## config.mk

```make
export PLATFORM = sky130hd
export DESIGN_NAME = neuron_mac_tanh
export DESIGN_NICKNAME = d
export VERILOG_FILES = /design/src/hw/rtl/nmt_pkg.sv /design/src/hw/rtl/nmt_div.sv /design/src/hw/rtl/nmt_dp.sv /design/src/hw/rtl/nmt_ctrl.sv /design/src/hw/rtl/neuron_mac_tanh.sv
export SDC_FILE = /design/constraint.sdc
export NUM_CORES = 2
export LEC_CHECK = 0
export BUFFER_PORTS_ARGS = -buffer_cell sky130_fd_sc_hd__buf_2
export CAP_MARGIN = 5
export CORE_MARGIN = 4
export CORE_UTILIZATION = 45
export CTS_CLUSTER_DIAMETER = 100
export DETAILED_ROUTE_END_ITERATION = 7
export PLACE_DENSITY_LB_ADDON = 0.2
export SYNTH_ARGS = -nofsm -noshare
export SYNTH_HDL_FRONTEND = slang
export SYNTH_SLANG_ARGS = --single-unit
```

## constraint.sdc

```tcl
create_clock -name clk -period 16.7 [get_ports clk]
set_input_delay 2.505 -clock clk [delete_from_list [all_inputs] [get_ports clk]]
set_output_delay 2.505 -clock clk [all_outputs]
set_load 0.03 [all_outputs]
```

## src/hw/rtl/nmt_pkg.sv

```systemverilog
`default_nettype none
// ----------------------------------------------------------------------------
// nmt_pkg
// Shared constants and controller/datapath interface types for the neuron
// multiply-accumulate with tanh activation.
// ----------------------------------------------------------------------------
package nmt_pkg;

  localparam int DataWidthDefault = 16;  // default operand width
  localparam int FieldWidth       = 16;  // port width of activation, weight, bias
  localparam int AccWidth         = 32;  // accumulator and sum width
  localparam int CfgWidth         = 7;   // average_count register width
  localparam int OutWidth         = 8;   // neuron_out width
  localparam int RemWidth         = 7;   // divider remainder width, matches divisor

  localparam int BiasShift        = 7;   // bias*127 = (bias << 7) - bias
  localparam int TanhSat          = 16129;
  localparam int TanhMax          = 127;
  localparam int TanhK            = 260144641;
  localparam int TanhShift        = 35;
  localparam int XAbsWidth        = 14;  // |x| < 16129 fits 14 bits
  localparam int SqWidth          = 2 * XAbsWidth;
  localparam int OxWidth          = 28;  // TanhK < 2^28
  localparam int CubeWidth        = XAbsWidth + OxWidth;
  localparam int RWidth           = CubeWidth - TanhShift;

  // Commands from the controller to the datapath
  typedef struct packed {
    logic mac_en;    // add product into the accumulator
    logic div_load;  // start division from the accumulator, clear it
    logic div_step;  // one quotient bit
    logic bias_en;   // apply sign to quotient and add bias*127
    logic abs_en;    // magnitude and saturation flags
    logic sq_en;     // square of the magnitude
    logic cube_en;   // magnitude times the odd polynomial term
    logic out_load;  // write the result register
  } nmt_cmd_t;

  // Status from the datapath to the controller
  typedef struct packed {
    logic out_full;  // result register still holds an untaken result
  } nmt_sts_t;

endpackage
`default_nettype wire

```

## src/hw/rtl/nmt_div.sv

```systemverilog
`default_nettype none
// ----------------------------------------------------------------------------
// nmt_div
// Restoring unsigned divider, one quotient bit per step.
// ----------------------------------------------------------------------------
module nmt_div
  import nmt_pkg::*;
(
  input  wire logic                clk,
  input  wire logic                load,
  input  wire logic                step,
  input  wire logic [AccWidth-1:0] dividend,
  input  wire logic [CfgWidth-1:0] divisor,
  output logic      [AccWidth-1:0] quotient
);

  logic [RemWidth-1:0] rem;
  logic [CfgWidth-1:0] dvs;
  logic [AccWidth-1:0] quo;
  logic [RemWidth:0]   trial;
  logic                fits;

  assign trial = {rem, quo[AccWidth-1]};
  assign fits  = trial >= {1'b0, dvs};

  always_ff @(posedge clk) begin
    if (load) begin
      rem <= '0;
      quo <= dividend;
      dvs <= divisor;
    end else if (step) begin
      rem <= fits ? RemWidth'(trial - {1'b0, dvs}) : trial[RemWidth-1:0];
      quo <= {quo[AccWidth-2:0], fits};
    end
  end

  assign quotient = quo;

endmodule
`default_nettype wire

```

## src/hw/rtl/nmt_dp.sv

```systemverilog
`default_nettype none
// ----------------------------------------------------------------------------
// nmt_dp
// Datapath: accumulator, divider, bias add, tanh stages and result register.
// ----------------------------------------------------------------------------
module nmt_dp
  import nmt_pkg::*;
#(
  parameter int DATA_WIDTH = DataWidthDefault
)
(
  input  wire logic                  clk,
  input  wire logic                  rst,
  input  wire logic [FieldWidth-1:0] activation,
  input  wire logic [FieldWidth-1:0] weight,
  input  wire logic [FieldWidth-1:0] bias,
  input  wire logic                  cfg_we,
  input  wire logic [CfgWidth-1:0]   cfg_wdata,
  input  wire nmt_cmd_t              cmd,
  output nmt_sts_t                   sts,
  output logic      [OutWidth-1:0]   neuron_out,
  output logic                       out_valid,
  input  wire logic                  out_ready
);

  logic [CfgWidth-1:0]            average_count;
  logic signed [DATA_WIDTH-1:0]   act_s;
  logic signed [DATA_WIDTH-1:0]   wgt_s;
  logic signed [2*DATA_WIDTH-1:0] prod;
  logic [AccWidth-1:0]            acc;
  logic [DATA_WIDTH-1:0]          bias_q;
  logic                           sum_neg;
  logic [AccWidth-1:0]            sum_mag;
  logic [CfgWidth-1:0]            divisor;
  logic [AccWidth-1:0]            quotient;
  logic [AccWidth-1:0]            q_signed;
  logic signed [AccWidth-1:0]     bias_ext;
  logic [AccWidth-1:0]            bias_scaled;
  logic signed [AccWidth-1:0]     x;
  logic [AccWidth-1:0]            x_mag;
  logic                           x_neg;
  logic                           sat_pos;
  logic                           sat_neg;
  logic [XAbsWidth-1:0]           xabs;
  logic [SqWidth-1:0]             sq;
  logic [OxWidth-1:0]             ox;
  logic [CubeWidth-1:0]           cube;
  logic [OutWidth-1:0]            mag_out;
  logic [OutWidth-1:0]            result;

  // configuration register
  always_ff @(posedge clk) begin
    if (rst) begin
      average_count <= CfgWidth'(1);
    end else if (cfg_we) begin
      average_count <= cfg_wdata;
    end
  end

  // multiply-accumulate
  assign act_s = activation[DATA_WIDTH-1:0];
  assign wgt_s = weight[DATA_WIDTH-1:0];
  assign prod  = act_s * wgt_s;

  always_ff @(posedge clk) begin
    if (rst) begin
      acc <= '0;
    end else if (cmd.mac_en) begin
      acc <= acc + AccWidth'(prod);
    end else if (cmd.div_load) begin
      acc <= '0;
    end
  end

  always_ff @(posedge clk) begin
    if (cmd.mac_en) begin
      bias_q <= bias[DATA_WIDTH-1:0];
    end
    if (cmd.div_load) begin
      sum_neg <= acc[AccWidth-1];
    end
  end

  // divide magnitude, restore sign afterwards (truncates toward zero)
  assign sum_mag = acc[AccWidth-1] ? (~acc + AccWidth'(1)) : acc;
  assign divisor = (average_count == '0) ? CfgWidth'(1) : average_count;

  nmt_div u_div (
    .clk      (clk),
    .load     (cmd.div_load),
    .step     (cmd.div_step),
    .dividend (sum_mag),
    .divisor  (divisor),
    .quotient (quotient)
  );

  assign q_signed    = sum_neg ? (~quotient + AccWidth'(1)) : quotient;
  assign bias_ext    = AccWidth'($signed(bias_q));
  assign bias_scaled = AccWidth'(bias_ext <<< BiasShift) - AccWidth'(bias_ext);

  // tanh stages
  assign x_mag = x[AccWidth-1] ? AccWidth'(-x) : AccWidth'(x);
  assign ox    = OxWidth'(TanhK) - OxWidth'(sq >> 1);

  always_ff @(posedge clk) begin
    if (cmd.bias_en) begin
      x <= $signed(q_signed + bias_scaled);
    end
    if (cmd.abs_en) begin
      x_neg   <= x[AccWidth-1];
      sat_pos <= x >= $signed(AccWidth'(TanhSat));
      sat_neg <= x <= $signed(-AccWidth'(TanhSat));
      xabs    <= x_mag[XAbsWidth-1:0];
    end
    if (cmd.sq_en) begin
      sq <= xabs * xabs;
    end
    if (cmd.cube_en) begin
      cube <= CubeWidth'(xabs) * CubeWidth'(ox);
    end
  end

  assign mag_out = OutWidth'(cube[CubeWidth-1:TanhShift]);

  always_comb begin
    if (sat_pos) begin
      result = OutWidth'(TanhMax);
    end else if (sat_neg) begin
      result = OutWidth'(-TanhMax);
    end else if (x_neg) begin
      result = ~mag_out + OutWidth'(1);
    end else begin
      result = mag_out;
    end
  end

  // result register
  always_ff @(posedge clk) begin
    if (rst) begin
      out_valid <= 1'b0;
    end else if (cmd.out_load) begin
      out_valid <= 1'b1;
    end else if (out_ready) begin
      out_valid <= 1'b0;
    end
  end

  always_ff @(posedge clk) begin
    if (cmd.out_load) begin
      neuron_out <= result;
    end
  end

  assign sts.out_full = out_valid;

endmodule
`default_nettype wire

```

## src/hw/rtl/nmt_ctrl.sv

```systemverilog
`default_nettype none
// ----------------------------------------------------------------------------
// nmt_ctrl
// Controller: sequences accumulation, division and tanh stages.
// ----------------------------------------------------------------------------
module nmt_ctrl
  import nmt_pkg::*;
(
  input  wire logic     clk,
  input  wire logic     rst,
  input  wire logic     in_valid,
  input  wire logic     last,
  output logic          in_ready,
  output nmt_cmd_t      cmd,
  input  wire nmt_sts_t sts
);

  localparam logic [2:0] StAccum = 3'd0;
  localparam logic [2:0] StLoad  = 3'd1;
  localparam logic [2:0] StDiv   = 3'd2;
  localparam logic [2:0] StBias  = 3'd3;
  localparam logic [2:0] StAbs   = 3'd4;
  localparam logic [2:0] StSq    = 3'd5;
  localparam logic [2:0] StCube  = 3'd6;
  localparam logic [2:0] StEmit  = 3'd7;

  localparam int DivSteps = AccWidth;
  localparam int CntWidth = $clog2(DivSteps);

  logic [2:0]          state;
  logic [2:0]          state_next;
  logic [CntWidth-1:0] count;
  logic [CntWidth-1:0] count_next;

  always_ff @(posedge clk) begin
    if (rst) begin
      state <= StAccum;
      count <= '0;
    end else begin
      state <= state_next;
      count <= count_next;
    end
  end

  always_comb begin
    state_next = state;
    count_next = count;
    cmd        = '0;
    in_ready   = 1'b0;
    unique case (state)
      StAccum: begin
        in_ready   = 1'b1;
        cmd.mac_en = in_valid;
        if (in_valid && last) begin
          state_next = StLoad;
        end
      end
      StLoad: begin
        cmd.div_load = 1'b1;
        count_next   = '0;
        state_next   = StDiv;
      end
      StDiv: begin
        cmd.div_step = 1'b1;
        count_next   = count + CntWidth'(1);
        if (count == CntWidth'(DivSteps - 1)) begin
          state_next = StBias;
        end
      end
      StBias: begin
        cmd.bias_en = 1'b1;
        state_next  = StAbs;
      end
      StAbs: begin
        cmd.abs_en = 1'b1;
        state_next = StSq;
      end
      StSq: begin
        cmd.sq_en  = 1'b1;
        state_next = StCube;
      end
      StCube: begin
        cmd.cube_en = 1'b1;
        state_next  = StEmit;
      end
      StEmit: begin
        if (!sts.out_full) begin
          cmd.out_load = 1'b1;
          state_next   = StAccum;
        end
      end
      default: begin
        state_next = StAccum;
      end
    endcase
  end

endmodule
`default_nettype wire

```

## src/hw/rtl/neuron_mac_tanh.sv

```systemverilog
`default_nettype none
// Sequence: after the last item of a window is transferred: 1 load,
//   32 divider steps, bias add, 3 tanh stages, emit (waits while a result is held).
// Throughput: one item per cycle while accumulating; the serial divider,
//   one quotient bit per cycle, holds off new items after each last item until emit.
// Reset (synchronous): accumulator cleared, average_count = 1, no result held.
// ----------------------------------------------------------------------------
// neuron_mac_tanh
// Fixed-point neuron: multiply-accumulate, average, bias, cubic tanh.
// ----------------------------------------------------------------------------
module neuron_mac_tanh
  import nmt_pkg::*;
#(
  parameter int DATA_WIDTH = DataWidthDefault
)
(
  input  wire logic                  clk,
  input  wire logic                  rst,
  // configuration: average_count
  input  wire logic                  cfg_we,
  input  wire logic [CfgWidth-1:0]   cfg_wdata,
  // input items
  input  wire logic                  in_valid,
  output logic                       in_ready,
  input  wire logic [FieldWidth-1:0] activation,
  input  wire logic [FieldWidth-1:0] weight,
  input  wire logic [FieldWidth-1:0] bias,
  input  wire logic                  last,
  // results
  output logic                       out_valid,
  input  wire logic                  out_ready,
  output logic      [OutWidth-1:0]   neuron_out
);

  nmt_cmd_t cmd;
  nmt_sts_t sts;

  // Controller: accepts items only while accumulating; the result register
  // lets a new window start while the previous result waits for transfer.
  nmt_ctrl u_ctrl (
    .clk      (clk),
    .rst      (rst),
    .in_valid (in_valid),
    .last     (last),
    .in_ready (in_ready),
    .cmd      (cmd),
    .sts      (sts)
  );

  // Datapath: holds the accumulator, divider, tanh pipeline and result.
  nmt_dp #(
    .DATA_WIDTH (DATA_WIDTH)
  ) u_dp (
    .clk        (clk),
    .rst        (rst),
    .activation (activation),
    .weight     (weight),
    .bias       (bias),
    .cfg_we     (cfg_we),
    .cfg_wdata  (cfg_wdata),
    .cmd        (cmd),
    .sts        (sts),
    .neuron_out (neuron_out),
    .out_valid  (out_valid),
    .out_ready  (out_ready)
  );

endmodule
`default_nettype wire

```

Word level (Yosys, flattened, before mapping)

Cells that the tools add are included.
Widths: inputs -> output; s select.

Register bits after elaboration: 238
Input bits: 61
Output and inout bits: 10
Word-level logic and storage cells: 85

$add $sub $neg: 10
Multipliers: 3
Magnitude comparators: 3
Equal/unequal tests: 11
Muxes and demuxes: 27
Bitwise gates (word level): 3
Reduce and logical (&&, ||, !) cells: 9

Operator list:

| operator               | number |
|---|---|
| $mux 32                | 6 |
| $add 32x1->32 const B  | 2 |
| $add 32x32->32         | 2 |
| $not 32->32            | 2 |
| $mul 14x28->42         | 1 |
| $ge 32x15->1 const B   | 1 |
| $le 32x15->1 const B   | 1 |
| $mul 16x16->32         | 1 |
| $mul 14x14->28         | 1 |
| $sub 28x27->28 const A | 1 |
| $pmux 3 s8             | 1 |
| $sub 23x16->24         | 1 |
| $mux 8                 | 2 |
| $mux 14                | 1 |
| $neg 14->14            | 1 |
| $eq 3x3->1 const B     | 4 |
| $mux 1                 | 12 |
| $pmux 5 s2             | 1 |
| $mux 3                 | 3 |
| $add 8x1->8 const B    | 1 |
| $ge 8x7->1             | 1 |
| $not 7->8              | 1 |
| $reduce_bool 2->1      | 4 |
| $logic_not 7->1        | 1 |
| 12 further kinds       | 14 |

Longest topological paths before layout

Word-level depth: 4
Depth in mapped cells: 30
Mapped depth without buffers: 29

Hierarchy

Synthesis repeated with hierarchy kept, for this count alone.

Cells, all modules: 4167
Area, all modules: 39439.1 µm²

Modules (own cells, without submodules):

| module   | times used | cells an instance | area an instance (µm²) | seq. area each (µm²) |
|---|---|---|---|---|
| nmt_dp   | 1          | 3923              | 36501.3                | 4013.8 |
| nmt_div  | 1          | 178               | 2373.5                 | 1311.3 |
| nmt_ctrl | 1          | 66                | 564.3                  | 160.2 |

Worst setup path after synthesis

Ideal clock, no wire load.

Kind: input -> register
From: input weight[1]
To: register u_dp.acc[31]
Setup time: 117 ps
Arrival: 8583 ps
Path slack: 8000 ps
Stages on the path: 20
Buffers on the path: 1
Cells stage by stage: clkbuf_1 > nand2_1 > inv_1 > fa_1 > fa_1 > inv_1 > fa_1 > inv_1 > fa_1 > fa_1 > fa_1 > ha_1 > a21o_1 > a21oi_1 > or3b_2 > o21ai_0 > o211ai_1 > a311oi_1 > xnor2_1 > a22o_1

Cells in the longest elaborated chain, start to end: 3

Ends and longest elaborated chain:

| item                   | line                  | source |
|---|---|---|
| start: declaration     | neuron_mac_tanh.sv:26 | `input wire logic [FieldWidth-1:0] weight,` |
| $mul 16x16->32         | nmt_dp.sv:63          | `assign prod = act_s * wgt_s;` |
| $add 32x32->32         | nmt_dp.sv:69          | `acc <= acc + AccWidth'(prod);` |
| $mux 32                | nmt_dp.sv:68          | `end else if (cmd.mac_en) begin` |
| end signal: assignment | nmt_dp.sv:69          |  |
| end: declaration       | nmt_dp.sv:30          | `logic [AccWidth-1:0] acc;` |

No other way between the ends.
A chain may end at the register's enable or synchronous reset.

Worst setup path after layout

From: register u_dp.sq[6]
To: register u_dp.cube[39], data pin

Cells in the longest elaborated chain, start to end: 2

Ends and longest elaborated chain:

| item                     | line          | source |
|---|---|---|
| start: declaration       | nmt_dp.sv:45  | `logic [SqWidth-1:0] sq;` |
| start signal: assignment | nmt_dp.sv:116 | `sq <= xabs * xabs;` |
| $sub 28x27->28           | nmt_dp.sv:103 | `assign ox = OxWidth'(TanhK) - OxWidth'(sq >> 1);` |
| $mul 14x28->42           | nmt_dp.sv:119 | `cube <= CubeWidth'(xabs) * CubeWidth'(ox);` |
| end signal: assignment   | nmt_dp.sv:119 |  |
| end: declaration         | nmt_dp.sv:47  | `logic [CubeWidth-1:0] cube;` |

No other way between the ends.

==> results.cfg <==
[drt]
num_vias = 27800
totalWireLength_microns = 95200
drc = 0
drtAntennaViolNets = 0
routedWlPerCell_microns = 18.0
drtIter0Drc = 1492
via_per_inst = 5.24
dr.pass1.iters = 7

[floorplanning]
core_area_sq_um = 85500
pin_count = 71
rows = 107
dieArea_sq_um = 91500
die_y_microns = 302
die_w_microns = 302
start_util_pct = 45.6

[finish]
layout_common_cells = inv_1 (781), fa_1 (719), nand2_1 (539), ha_1 (356), and2_1 (304)
nets = 5269
drive_above_1_share_pct = 4.58
num_antenna_cells = 0
fillerInstances = 8158
final_common_cell = inv_1
areaGrowthSynthToFinish_pct = 6.02
seqCellArea_sq_um = 5490
multi_input_area_sq_um = 30100

[clock_network]
h-tree-depth = 1
cts_made_buffers = 25
tritoncts = yes
post-cts-setup-buffers = 0
cts_buffer_depth = 3
cts-resized-gates = 0
clk_latency_ps = 560
cts.sinks = 201
cts-hold-fix-buffers = 0
clkSlewWorstSetupHoldPaths_ps = 60
cts_root_buf = clkbuf_16

[worst_hold_path]
holdCritPathClass = flop to flop
min_path_cells = 2
hold_path_startpoint = u_dp.u_div.rem[6]
hold-path-endpoint = u_dp.u_div.rem[6]

[global_routing]
overflow = 0
grt_pass1_vias = 30200
grt_usage_pct = 22.0
antenna_found_initial = 1
grt_max_degree = 87
grt_first_pass_wirelength_microns = 160000

[sta]
min_period_ps = 9480
timing.hold.ws_ps = 468
rsz0062_at_grt = false
maxSlewViolCount = 0
tightestPinTransition_ps = 1180
fin_crit_sh_pct = 56.8
timing.slew.headroom_pct = 20.5
setup_violations = 0
skew_ps = 24.4
final_hold_viol_count = 0
setup_tns_ps = 0
max_freq_mhz = 105

[placed_design]
place_hpwl_microns = 74200
io_buffers = 70
gp_congestion = 0.838

[synthesis]
ys_warn_count = 0
ys.flop_type = edfxtp_1
async_reset_ff_share_pct = 0
syn_area_sq_um = 39000
synth_seq_cells = 201
yosysSeqAreaShare_pct = 14.1
synth.net_count = 5292
synth_edf_count = 146
avgSynthCellArea_sq_um = 9.39
syn_inst = 4156
yosysUniqueCellTypes = 73

[worst_setup_path]
reg2reg_depth = 27
crit_slowest_cell = xnor2_1
reg2reg_to = u_dp.cube[39]
cp.required_ps = 17000
r2r_slack_ps = 7220
cp-end-kind = flop
startpoint_type = flop
arrival_ps = 9780
cpMostUsedCell = fa_1
slowest_delay_ps = 970
crit_path_max_fanout = 14
r2r_start = u_dp.sq[6]
path_class = flop to flop

[run_status]
outcome = complete, no violations

[job]
maxCapViolations = 0
-- worst max-delay path, delay by kind of cell, from the launching register on --
kind / cells / cell delay (ps)
buf+inv: 4 / 260
simple gates: 10 / 3200
compound gates: 4 / 1220
flops: 1 / 420
xor+xnor: 2 / 1100
fa+ha+maj: 7 / 3040
-- registers in the layout, indices dropped and copies added (netlist names) --
name / count
u_dp.x_neg: 1
u_dp.bias_q: 16
u_dp.x: 32
u_dp.u_div.dvs: 7
u_dp.cube: 7
u_dp.u_div.rem: 7
u_dp.neuron_out: 8
u_dp.sq: 26
u_dp.sat_neg: 1
u_ctrl.state: 3
u_dp.u_div.quotient: 32
u_dp.xabs: 14
u_dp.sum_neg: 1
u_ctrl.count: 5
u_dp.average_count: 7
u_dp.acc: 32
u_dp.out_valid: 1
u_dp.sat_pos: 1
-- how the worst max path moves through the flow --
stage | startpoint | slack (ps) | endpoint | cells after the start
after floorplan | weight[1] | 8000 | u_dp.acc[31] | 20
after global placement | u_dp.sq[6] | 7530 | u_dp.cube[39] | 27
after detailed placement | u_dp.sq[6] | 7310 | u_dp.cube[39] | 27
after CTS | u_dp.sq[6] | 7270 | u_dp.cube[39] | 27
after global routing | u_dp.sq[6] | 6630 | u_dp.cube[39] | 27
final | u_dp.sq[6] | 7220 | u_dp.cube[39] | 27
-- cell type report --
| cell class | count | share of cell area (%) |
|---|---|---|
| Clock buffer | 34 | 1.74 |
| Sequential cell | 201 | 13.3 |
| Timing Repair Buffer | 111 | 1.59 |
| Clock inverter | 12 | 0.203 |
| Multi-Input combinational cell | 3010 | 72.6 |
| Inverter | 784 | 7.11 |
| Tap cell | 1144 | 3.46 |
-- kinds of logic (layout without fill, tap and decap cells) --
kind of cell	count (synthesis)	in the layout	synth area share, %
compound gates	465	465	7.67
xor+xnor	218	218	4.89
fa+ha+maj	1075	1075	48.3
buf+inv	945	941	9.10
flops	201	201	14.1
mux	13	13	0.343
simple gates	1239	1239	15.6
-- per-layer routing --
metal	vias to the layer above	GRT usage, %	wire length, microns
met3	161	1.96	3310
li1	13000	-	-
met1	14100	27.9	39300
met2	517	40.3	49300
met4	0	6.42	3310
met5	-	0	0
-- cell usage after synthesis, drive strengths merged (10+ instances only) --
cell	instances	area share, %
nand2	539	5.2
inv	781	7.5
nand2b	37	0.59
ha	356	11
nor2	122	1.2
o31ai	25	0.53
o21ai	115	1.5
nand4	21	0.34
nor2b	31	0.50
nand3	49	0.63
a31oi	21	0.34
a211oi	16	0.31
xnor2	146	3.3
and3	14	0.22
mux2i	10	0.26
o21bai	18	0.35
o21a	20	0.38
nor4	17	0.31
a21oi	120	1.5
and2	304	4.9
edfxtp	146	11
clkbuf	155	1.5
dfxtp	55	2.8
o41ai	13	0.31
or3	26	0.46
fa	719	37
nor3	32	0.42
or4	14	0.30
a21o	50	0.96
xor2	72	1.6
-- stage by stage --
stage                     worst slack (ps)  area (sq um)  cells  utilization (%)
final                                 7220         41400   5296             48.4
after global routing                  6630         41400   5296             48.4
after CTS                             7270         41400   5296             48.4
after detailed placement              7310         40600   5250             47.4
after global placement                7530         40600   5250             47.4
after floorplan                       8000         39000   4156                -
Power is not shown: default switching activity piles up to over one toggle a cycle in this logic, so the estimate is an artifact.
